===== src/rtl/core/crsc_pkg.sv =====
// shared types, constants and crc function for the record slot checker
// no dependencies
`default_nettype none

package crsc_pkg;

   localparam int PAYLOAD_BYTES_DEF = 64;
   localparam int NEWEST_LEN_W      = 7;

   localparam logic [31:0] REC_MAGIC  = 32'h4346_4732;
   localparam logic [31:0] REC_COMMIT = 32'h5AA5_5AA5;
   localparam logic [15:0] CRC_INIT   = 16'hFFFF;
   localparam logic [15:0] CRC_POLY   = 16'h1021;
   localparam logic [15:0] CRC_TOPBIT = 16'h8000;

   typedef enum logic [2:0] {
      KIND_MAGIC  = 3'd0,
      KIND_SEQ    = 3'd1,
      KIND_LEN    = 3'd2,
      KIND_PAY    = 3'd3,
      KIND_CRC    = 3'd4,
      KIND_COMMIT = 3'd5
   } kind_type;

   typedef struct packed {
      logic        slot;
      logic [31:0] data;
      kind_type    kind;
   } queue_entry_type;

   typedef struct packed {
      logic full;
      logic empty;
   } queue_status_type;

   // crc-16/ccitt-false, one byte, msb first
   function automatic logic [15:0] crc16_byte(input logic [15:0] c, input logic [7:0] b);
      logic [15:0] v;
      v = c ^ {b, 8'h00};
      for (int i = 0; i < 8; i++) begin
         if ((v & CRC_TOPBIT) != 16'h0000) begin
            v = {v[14:0], 1'b0} ^ CRC_POLY;
         end else begin
            v = {v[14:0], 1'b0};
         end
      end
      return v;
   endfunction

endpackage

`default_nettype wire


===== src/rtl/core/crsc_back.sv =====
// back end: crc, header checks, slot verdicts and the result register
// depends on crsc_pkg
`default_nettype none

module crsc_back #(
   parameter int PAYLOAD_BYTES = crsc_pkg::PAYLOAD_BYTES_DEF
) (
   input  wire                                  clock,
   input  wire                                  reset,
   input  crsc_pkg::queue_entry_type            head,
   input  crsc_pkg::queue_status_type           q_stat,
   output logic                                 pop,
   output logic                                 rsp_valid,
   input  wire                                  rsp_stall,
   output logic                                 rsp_checked_slot,
   output logic                                 rsp_slot_ok,
   output logic                                 rsp_any_valid,
   output logic                                 rsp_newest_slot,
   output logic [crsc_pkg::NEWEST_LEN_W-1:0]    rsp_newest_length,
   output logic [31:0]                          rsp_newest_sequence,
   output logic                                 rsp_write_target
);
   import crsc_pkg::*;

   localparam int PW   = (PAYLOAD_BYTES + 3) / 4;
   localparam int BW   = $clog2(4 * PW);

   logic [15:0]             crc_ff, crc_in;
   logic [1:0]              hdr_ff, hdr_in;
   logic [31:0]             seq_ff;
   logic [15:0]             len_ff;
   logic [15:0]             scrc_ff;
   logic [BW-1:0]           base_ff, base_in;
   logic [1:0]              valid_ff, valid_in;
   logic [31:0]             sseq_ff [2];
   logic [31:0]             sseq_in [2];
   logic [NEWEST_LEN_W-1:0] slen_ff [2];
   logic [NEWEST_LEN_W-1:0] slen_in [2];

   logic        out_valid_ff, out_valid_in;
   logic        out_slot_ff, out_ok_ff, out_any_ff, out_newest_ff, out_target_ff;
   logic [NEWEST_LEN_W-1:0] out_len_ff;
   logic [31:0] out_seq_ff;

   logic        is_commit, take_commit;
   logic        ok, any, newest, target;
   logic [31:0] d_ab, d_ba;
   logic [15:0] crc_pay;
   logic [15:0] w_len;

   assign is_commit   = (head.kind == KIND_COMMIT);
   assign pop         = !q_stat.empty && (!is_commit || !out_valid_ff || !rsp_stall);
   assign take_commit = pop && is_commit;
   assign w_len       = head.data[31:16];

   // four byte steps, gated by the record length
   always_comb begin
      crc_pay = crc_ff;
      for (int b = 0; b < 4; b++) begin
         if (16'(16'(base_ff) + 16'(b)) < len_ff) begin
            crc_pay = crc16_byte(crc_pay, head.data[8*b +: 8]);
         end
      end
   end

   assign ok = (hdr_ff == 2'b11) && (head.data == REC_COMMIT) && (scrc_ff == crc_ff);

   always_comb begin
      valid_in = valid_ff;
      sseq_in  = sseq_ff;
      slen_in  = slen_ff;
      if (take_commit) begin
         valid_in[head.slot] = ok;
         sseq_in[head.slot]  = seq_ff;
         slen_in[head.slot]  = len_ff[NEWEST_LEN_W-1:0];
      end
   end

   // wrapping sequence compare on the updated slot table
   assign d_ab   = sseq_in[0] - sseq_in[1];
   assign d_ba   = sseq_in[1] - sseq_in[0];
   assign any    = valid_in[0] || valid_in[1];
   assign newest = !(!valid_in[1] || (valid_in[0] && d_ab != 32'd0 && !d_ab[31]));
   assign target = !(!valid_in[0] || (valid_in[1] && d_ba != 32'd0 && !d_ba[31]));

   always_comb begin
      crc_in  = crc_ff;
      hdr_in  = hdr_ff;
      base_in = base_ff;
      if (pop) begin
         case (head.kind)
            KIND_MAGIC: begin
               hdr_in = {1'b0, head.data == REC_MAGIC};
            end
            KIND_LEN: begin
               hdr_in[1] = (w_len != 16'd0) && (w_len <= 16'(PAYLOAD_BYTES));
               base_in   = '0;
            end
            KIND_PAY: begin
               crc_in  = crc_pay;
               base_in = BW'(base_ff + BW'(4));
            end
            KIND_COMMIT: begin
               crc_in = CRC_INIT;
               hdr_in = 2'b00;
            end
            default: begin
            end
         endcase
      end
   end

   assign out_valid_in = take_commit ? 1'b1 : (out_valid_ff && rsp_stall);

   always_ff @(posedge clock) begin
      if (reset) begin
         crc_ff       <= CRC_INIT;
         hdr_ff       <= 2'b00;
         base_ff      <= '0;
         valid_ff     <= 2'b00;
         out_valid_ff <= 1'b0;
      end else begin
         crc_ff       <= crc_in;
         hdr_ff       <= hdr_in;
         base_ff      <= base_in;
         valid_ff     <= valid_in;
         out_valid_ff <= out_valid_in;
      end
   end

   always_ff @(posedge clock) begin
      sseq_ff <= sseq_in;
      slen_ff <= slen_in;
      if (pop && head.kind == KIND_SEQ) begin
         seq_ff <= head.data;
      end
      if (pop && head.kind == KIND_LEN) begin
         len_ff <= w_len;
      end
      if (pop && head.kind == KIND_CRC) begin
         scrc_ff <= head.data[15:0];
      end
      if (take_commit) begin
         out_slot_ff   <= head.slot;
         out_ok_ff     <= ok;
         out_any_ff    <= any;
         out_newest_ff <= any ? newest : 1'b0;
         out_len_ff    <= any ? slen_in[newest] : '0;
         out_seq_ff    <= any ? sseq_in[newest] : 32'd0;
         out_target_ff <= target;
      end
   end

   assign rsp_valid           = out_valid_ff;
   assign rsp_checked_slot    = out_slot_ff;
   assign rsp_slot_ok         = out_ok_ff;
   assign rsp_any_valid       = out_any_ff;
   assign rsp_newest_slot     = out_newest_ff;
   assign rsp_newest_length   = out_len_ff;
   assign rsp_newest_sequence = out_seq_ff;
   assign rsp_write_target    = out_target_ff;

endmodule

`default_nettype wire

===== config.mk =====
export PLATFORM = sky130hd
export DESIGN_NAME = crsc_back
export DESIGN_NICKNAME = d
export VERILOG_FILES = /design/src/rtl/core/crsc_pkg.sv /design/src/rtl/core/crsc_back.sv
export SDC_FILE = /design/constraint.sdc
export NUM_CORES = 1
export LEC_CHECK = 0
export ABC_AREA = 1
export ABC_CLOCK_PERIOD_IN_PS = 12200
export BUFFER_PORTS_ARGS = -buffer_cell sky130_fd_sc_hd__buf_4
export CAP_MARGIN = 20
export CORE_ASPECT_RATIO = 1.1
export CORE_MARGIN = 2
export CORE_UTILIZATION = 30
export CTS_CLUSTER_SIZE = 40
export DETAILED_ROUTE_END_ITERATION = 8
export PLACE_DENSITY = 0.48
export RECOVER_POWER = 100
export SYNTH_ARGS = -nofsm -noshare
export SYNTH_HDL_FRONTEND = slang
export SYNTH_SLANG_ARGS = --single-unit
export TNS_END_PERCENT = 5

===== constraint.sdc =====
create_clock -name clock -period 12.2 [get_ports clock]
set_input_delay 1.22 -clock clock [delete_from_list [all_inputs] [get_ports clock]]
set_output_delay 1.22 -clock clock [all_outputs]
set_load 0.02 [all_outputs]

# After elaboration in Yosys (flattened, before gate mapping)
# Cells that the tools add are included.
totals:
  word_cells: 213
  inputBits: 41
  ff_bits: 213
  out_inout_bits: 46
classes:
  n_lt_le_gt_ge: 10
  n_bitwise: 38
  n_reduce_logical: 43
  n_mux: 87
  n_eq_ne: 9
  add_sub_neg: 6
op_table:
  columns: ["op", "n"]
  rows:
  - ["16-bit two-way mux", 32]
  - ["13-bit two-way mux", 32]
  - ["32-bit two-way mux", 4]
  - ["3-bit inverter", 32]
  - ["64-bit bitwise mux", 1]
  - ["32-bit by 31-bit equality test with 1-bit output, second input constant", 2]
  - ["64-bit two-way mux", 1]
  - ["32-bit nonzero test", 2]
  - ["32-bit subtractor", 2]
  - ["16-bit XOR", 4]
  - ["7-bit by 16-bit < comparator with 1-bit output", 3]
  - ["32-bit demux with 1-bit select", 1]
  - ["16-bit one-hot mux with 2 select lines", 1]
  - ["7-bit two-way mux", 4]
  - ["16-bit equality test", 1]
  - ["16-bit by 7-bit <= comparator with 1-bit output, second input constant", 1]
  - ["6-bit by 16-bit < comparator with 1-bit output", 1]
  - ["16-bit nonzero test", 1]
  - ["1-bit logical AND", 15]
  - ["6-bit by 2-bit adder with 7-bit output, second input constant", 2]
  - ["14-bit bitwise mux", 1]
  - ["14-bit two-way mux", 1]
  - ["6-bit one-hot mux with 2 select lines", 1]
  - ["1-bit zero test", 10]
  - ["22 further kinds", 38]

# Longest topological paths before layout
depth:
  ltp_word: 101
  depth_mapped: 36
  depth_no_buf: 35

# Least setup slack after synthesis
# Ideal clock, no wire load.
synth_path:
  path_type: "in2reg"
  start: "in head[1] (netlist name)"
  end: "reg out_seq_ff[10] (netlist: rsp_newest_sequence[10]) (data pin)"
  t_required_ns: 11.945
  cell_stages: 30
  t_arrival_ns: 4.912
  setup_slack_ns: 7.034
  path_cell_list: "inv_2 > nand3_4 > o21bai_4 > nor2_8 > nand2_8 > inv_2 > clkbuf_1 > or2_2 > o21a_1 > inv_1 > ha_1 > clkbuf_1 > nand2_1 > inv_1 > nand2_1 > nor3_1 > and2_1 > nand2_1 > nand3_1 > nand2_1 > nor2_1 > nand2_1 > nor2_1 > nand3_1 > nand3_2 > buf_6 > buf_6 > nand3_1 > nand2_1 > nor2_1"
synth_rtl:
  columns: ["item", "line_no", "text"]
  rows:
  - ["from (decl)", "crsc_back.sv:10", "input crsc_pkg::queue_entry_type head,"]
  - ["to (signal assigned)", "crsc_back.sv:149", "out_seq_ff <= any ? sseq_in[newest] : 32'd0;"]
  - ["to (decl)", "crsc_back.sv:43", "logic [31:0] out_seq_ff;"]

==> impl_metrics.json <==
{
  "ant_nets_after_route": 0,
  "path_common_cell": "sky130_fd_sc_hd__nand2_1",
  "postCtsSetupRepairBufs": 0,
  "crit_buf_inv": 6,
  "yosys.area_share.simple_pct": 35.8,
  "status": "finished, violations left",
  "timing.critical_path.from_type": "input pin",
  "worst_ep_arrival_time_ns": 9.34,
  "rsz_0062_raised_after_global_routing": "false",
  "timing.critical_path.slowest_cell_delay_ns": 1.62,
  "num-nets-final": 2517,
  "syn_area_per_cell_um2": 6.61,
  "cts-root-to-sink-buffers": 3,
  "synth_compound_gate_area_share_pct": 12.4,
  "cpLargestDelayFamily": "simple AND/OR/NAND/NOR gates",
  "grt-ovfl-total": 0,
  "violated_checks": "max-capacitance violations, max-slew violations",
  "globalRouteTotalUtil_pct": 20.0,
  "worstReg2RegEnd": "rsp_newest_sequence[12]",
  "drc_errors": 0,
  "worst_skew_pair.late_latency_ns": 0.56,
  "synth.area.mux_share_pct": 0.0642,
  "cts-htree-levels": 1,
  "globalplace.congestion": 0.937,
  "share_of_the_synthesized_netlist_area_taken_by_xor_and_xnor_gates_pct": 2.86,
  "antenna_violations_before_repair": 0,
  "holdCritPathClass": "reg2reg",
  "clock_power_share_pct": 24.9,
  "detailedPlacementHpwl_um": 44500,
  "clk_root_buffer_cell": "sky130_fd_sc_hd__clkbuf_16",
  "post_synth_instance_area_mm2": 0.0156,
  "synth_seq_cells": 211,
  "num_antenna_cells": 0,
  "report.power.total_mw": 3.04,
  "starting_density_of_the_core_pct": 30.4,
  "max_clock_freq_ghz": 0.111,
  "drv_slew": 96,
  "synth-warning-count": 0,
  "finalSetupTns_ns": 0,
  "synth_top_family_by_area": "simple AND/OR/NAND/NOR gates",
  "grt_start_max_net_pins": 77,
  "slew_at_the_pin_closest_to_its_max_slew_limit_ns": 2.12,
  "layout.area.seq_mm2": 0.00531,
  "totalWireLength_um": 55100,
  "postCtsHoldBufs": 0,
  "die-height_um": 243,
  "wire_per_inst_um": 17.7,
  "netlist-cell-type-count": 53,
  "die_footprint_mm2": 0.0538,
  "placed_cells_incl_taps": 3064,
  "finalSetupViolCount": 0,
  "count_of_routing_violations_after_the_opening_detailed_route_iteration": 972,
  "crit_cells": 27,
  "syn_inst": 2359,
  "r2r_setup_slack_ns": 4.27,
  "finish.cell_count_without_fillers": 3111,
  "synth_adder_area_share_pct": 4.09,
  "vdd.ir_drop.worst_mv": 0.112,
  "synth-edff-count": 108,
  "placedInstanceArea_mm2": 0.0168,
  "worst-endpoint-required_ns": 12.53,
  "internal_power_mw": 1.71,
  "p_leak_nw": 8.37,
  "synth-main-ff-cell": "sky130_fd_sc_hd__edfxtp_1",
  "row_count": 87,
  "period_share_pct": 73.8,
  "total_switching_power_mw": 1.33,
  "sequentialPowerShare_pct": 27.5,
  "max-cap-violations": 2,
  "final_core_util_pct": 33.7,
  "wire_length_of_the_first_global_routing_pass_um": 83500,
  "via_per_inst": 4.89,
  "cp_max_fo": 69,
  "worstRegToRegCells": 26,
  "tritoncts_num_sinks": 211,
  "timing.rr.start": "rsp_valid",
  "cts_inserted_buffers": 25,
  "crit_end": "rsp_newest_sequence[12]",
  "clock_tree_from_tritoncts": "done",
  "clkSlewWorstSetupHoldPaths_ns": 0.06,
  "cts-resized-gates": 0,
  "layout.cells.most_common": "sky130_fd_sc_hd__nand2_1",
  "final-hold-violation-count": 0,
  "setup.worst_path.start": "head[0]",
  "timing.max_slew.rel_slack_pct": -41.6,
  "layout-drive-gt1-share_pct": 6.71,
  "post-route-cell-area_mm2": 0.0173,
  "multi_input_comb_area_mm2": 0.00851,
  "portBuffers": 85,
  "worstSetupEndpointType": "register",
  "grt_pass1_vias": 14700,
  "critical_path_top_delay_cell": "sky130_fd_sc_hd__nand2_1",
  "syn2layout_area_growth_pct": 10.7,
  "crit_type": "in2reg",
  "pwr-share-comb_pct": 47.5,
  "number_of_optimization_iterations_in_the_first_detailed_route_pass": 5,
  "yosysSeqAreaShare_pct": 34.0,
  "power-per-cell-area_mw_per_mm2": 176,
  "detailroute.via_count": 15200,
  "most-common-layout-cells": "sky130_fd_sc_hd__nand2_1, sky130_fd_sc_hd__inv_1, sky130_fd_sc_hd__nand3_1",
  "timing.hold.worst.start": "slen_ff[12]",
  "die_width_um": 221,
  "final.min_clock_period_ns": 9.00,
  "postSynthNetCount": 2451,
  "filler_cell_count": 5728,
  "p_sw_share_pct": 43.7,
  "post_synthesis_async_set_or_reset_flop_share_pct": 0,
  "io-pin-count": 87,
  "finClkSkew_ns": 0.0442,
  "core_region_area_mm2": 0.0513
}
registers in the layout, summed over array words and instances (netlist names), 4 cells and up:
signal               cells
scrc_ff                 16
base_ff                  4
seq_ff                  32
rsp_newest_sequence     32
crc_ff                  16
sseq_ff                 64
slen_ff                 14
len_ff                  16
rsp_newest_length        7
stage by stage:
step                      hold WS (ns)  setup WS, ns
after CTS                        0.474          5.14
after global placement           0.452          4.68
after detailed placement         0.460          4.59
final                            0.469          3.20
after floorplan                  0.437          7.03
after global routing             0.492          2.35
synthesized netlist by cell type, types with 2 or more instances:
cell type / instances / area share, %
sky130_fd_sc_hd__nor3b_1: 2 / 0.096
sky130_fd_sc_hd__nand2_1: 768 / 18
sky130_fd_sc_hd__or2_2: 22 / 0.88
sky130_fd_sc_hd__a21o_1: 4 / 0.19
sky130_fd_sc_hd__o21bai_1: 17 / 0.82
sky130_fd_sc_hd__nand2_8: 2 / 0.26
sky130_fd_sc_hd__xnor2_1: 11 / 0.62
sky130_fd_sc_hd__a21oi_1: 113 / 3.6
sky130_fd_sc_hd__buf_6: 9 / 0.65
sky130_fd_sc_hd__and2_1: 3 / 0.12
sky130_fd_sc_hd__a21boi_0: 4 / 0.19
sky130_fd_sc_hd__edfxtp_1: 108 / 21
sky130_fd_sc_hd__nor3_2: 2 / 0.13
sky130_fd_sc_hd__o22ai_1: 4 / 0.16
sky130_fd_sc_hd__a221oi_1: 2 / 0.11
sky130_fd_sc_hd__xor2_1: 40 / 2.2
sky130_fd_sc_hd__ha_1: 51 / 4.1
sky130_fd_sc_hd__o21ai_2: 23 / 1.3
sky130_fd_sc_hd__nor3_1: 11 / 0.35
sky130_fd_sc_hd__dfxtp_1: 103 / 13
sky130_fd_sc_hd__o21ai_0: 104 / 3.3
sky130_fd_sc_hd__nor4_1: 10 / 0.40
sky130_fd_sc_hd__nand2_2: 21 / 0.84
sky130_fd_sc_hd__buf_1: 7 / 0.17
sky130_fd_sc_hd__nand3_1: 261 / 8.4
sky130_fd_sc_hd__o21a_1: 35 / 1.7
sky130_fd_sc_hd__o211ai_1: 7 / 0.34
sky130_fd_sc_hd__a211oi_1: 2 / 0.096
sky130_fd_sc_hd__inv_2: 44 / 1.1
sky130_fd_sc_hd__clkbuf_1: 29 / 0.70
sky130_fd_sc_hd__a31oi_1: 2 / 0.080
sky130_fd_sc_hd__nand3_2: 2 / 0.13
sky130_fd_sc_hd__buf_2: 8 / 0.26
sky130_fd_sc_hd__nor2_1: 134 / 3.2
sky130_fd_sc_hd__inv_1: 320 / 7.7
sky130_fd_sc_hd__o21ai_1: 8 / 0.26
sky130_fd_sc_hd__nor2_2: 18 / 0.72
sky130_fd_sc_hd__nand4_1: 33 / 1.3
power by group through the flow:
stage          clock network (mW)  registers, mW  logic (mW)
4_1_cts                     0.780          0.837        1.46
3_5_place_dp                    0          0.851        1.45
2_1_floorplan                   0          0.846        1.04
5_1_grt                     0.807          0.843        1.64
3_3_place_gp                    0          0.850        1.45
6_report                    0.758          0.837        1.44
worst min-delay path, delay by kind of cell, from the launching register on:
| family | cells | cell delay (ns) |
|---|---|---|
| AND/OR/NAND/NOR | 1 | 0.04 |
| flip-flops | 1 | 0.30 |
| AO/OA/AOI/OAI | 1 | 0.08 |
worst min path at each step:
stage / endpoint / slack (ns) / depth (start not counted)
4_1_cts: slen_ff[8] / 0.47 / 2
3_3_place_gp: slen_ff[1] / 0.45 / 2
3_5_place_dp: slen_ff[8] / 0.46 / 2
2_1_floorplan: slen_ff[0] / 0.44 / 2
5_1_grt: sseq_ff[3] / 0.49 / 2
6_report: slen_ff[12] / 0.47 / 2
routing by layer:
layer	routed length, um	vias to the layer above	global-route usage (%)	share of wire, %
li1	-	7749	-	-
met1	24300	7021	25.1	44
met2	26400	351	35.4	48
met3	2410	89	2.05	4.4
met4	2030	0	7.42	3.7
met5	0	-	0	0
cell type report:
type,instances,share of cell area [%]
flip-flops and latches,211,30.7
clock inverters,17,0.805
multi-input cells,1728,49.3
well taps,667,4.83
repair buffers,94,2.38
inverters,365,7.94
clock buffers,29,4.02
cell families (layout without fill, tap and decap cells):
group           count (synthesis)  count (layout)
simple gates                 1296            1296
buf+inv                       420             505
compound gates                328             328
flops                         211             211
fa+ha+maj                      51              51
xor+xnor                       51              51
other cells                     1               1
mux                             1               1
(Power assumes the default switching activity.)
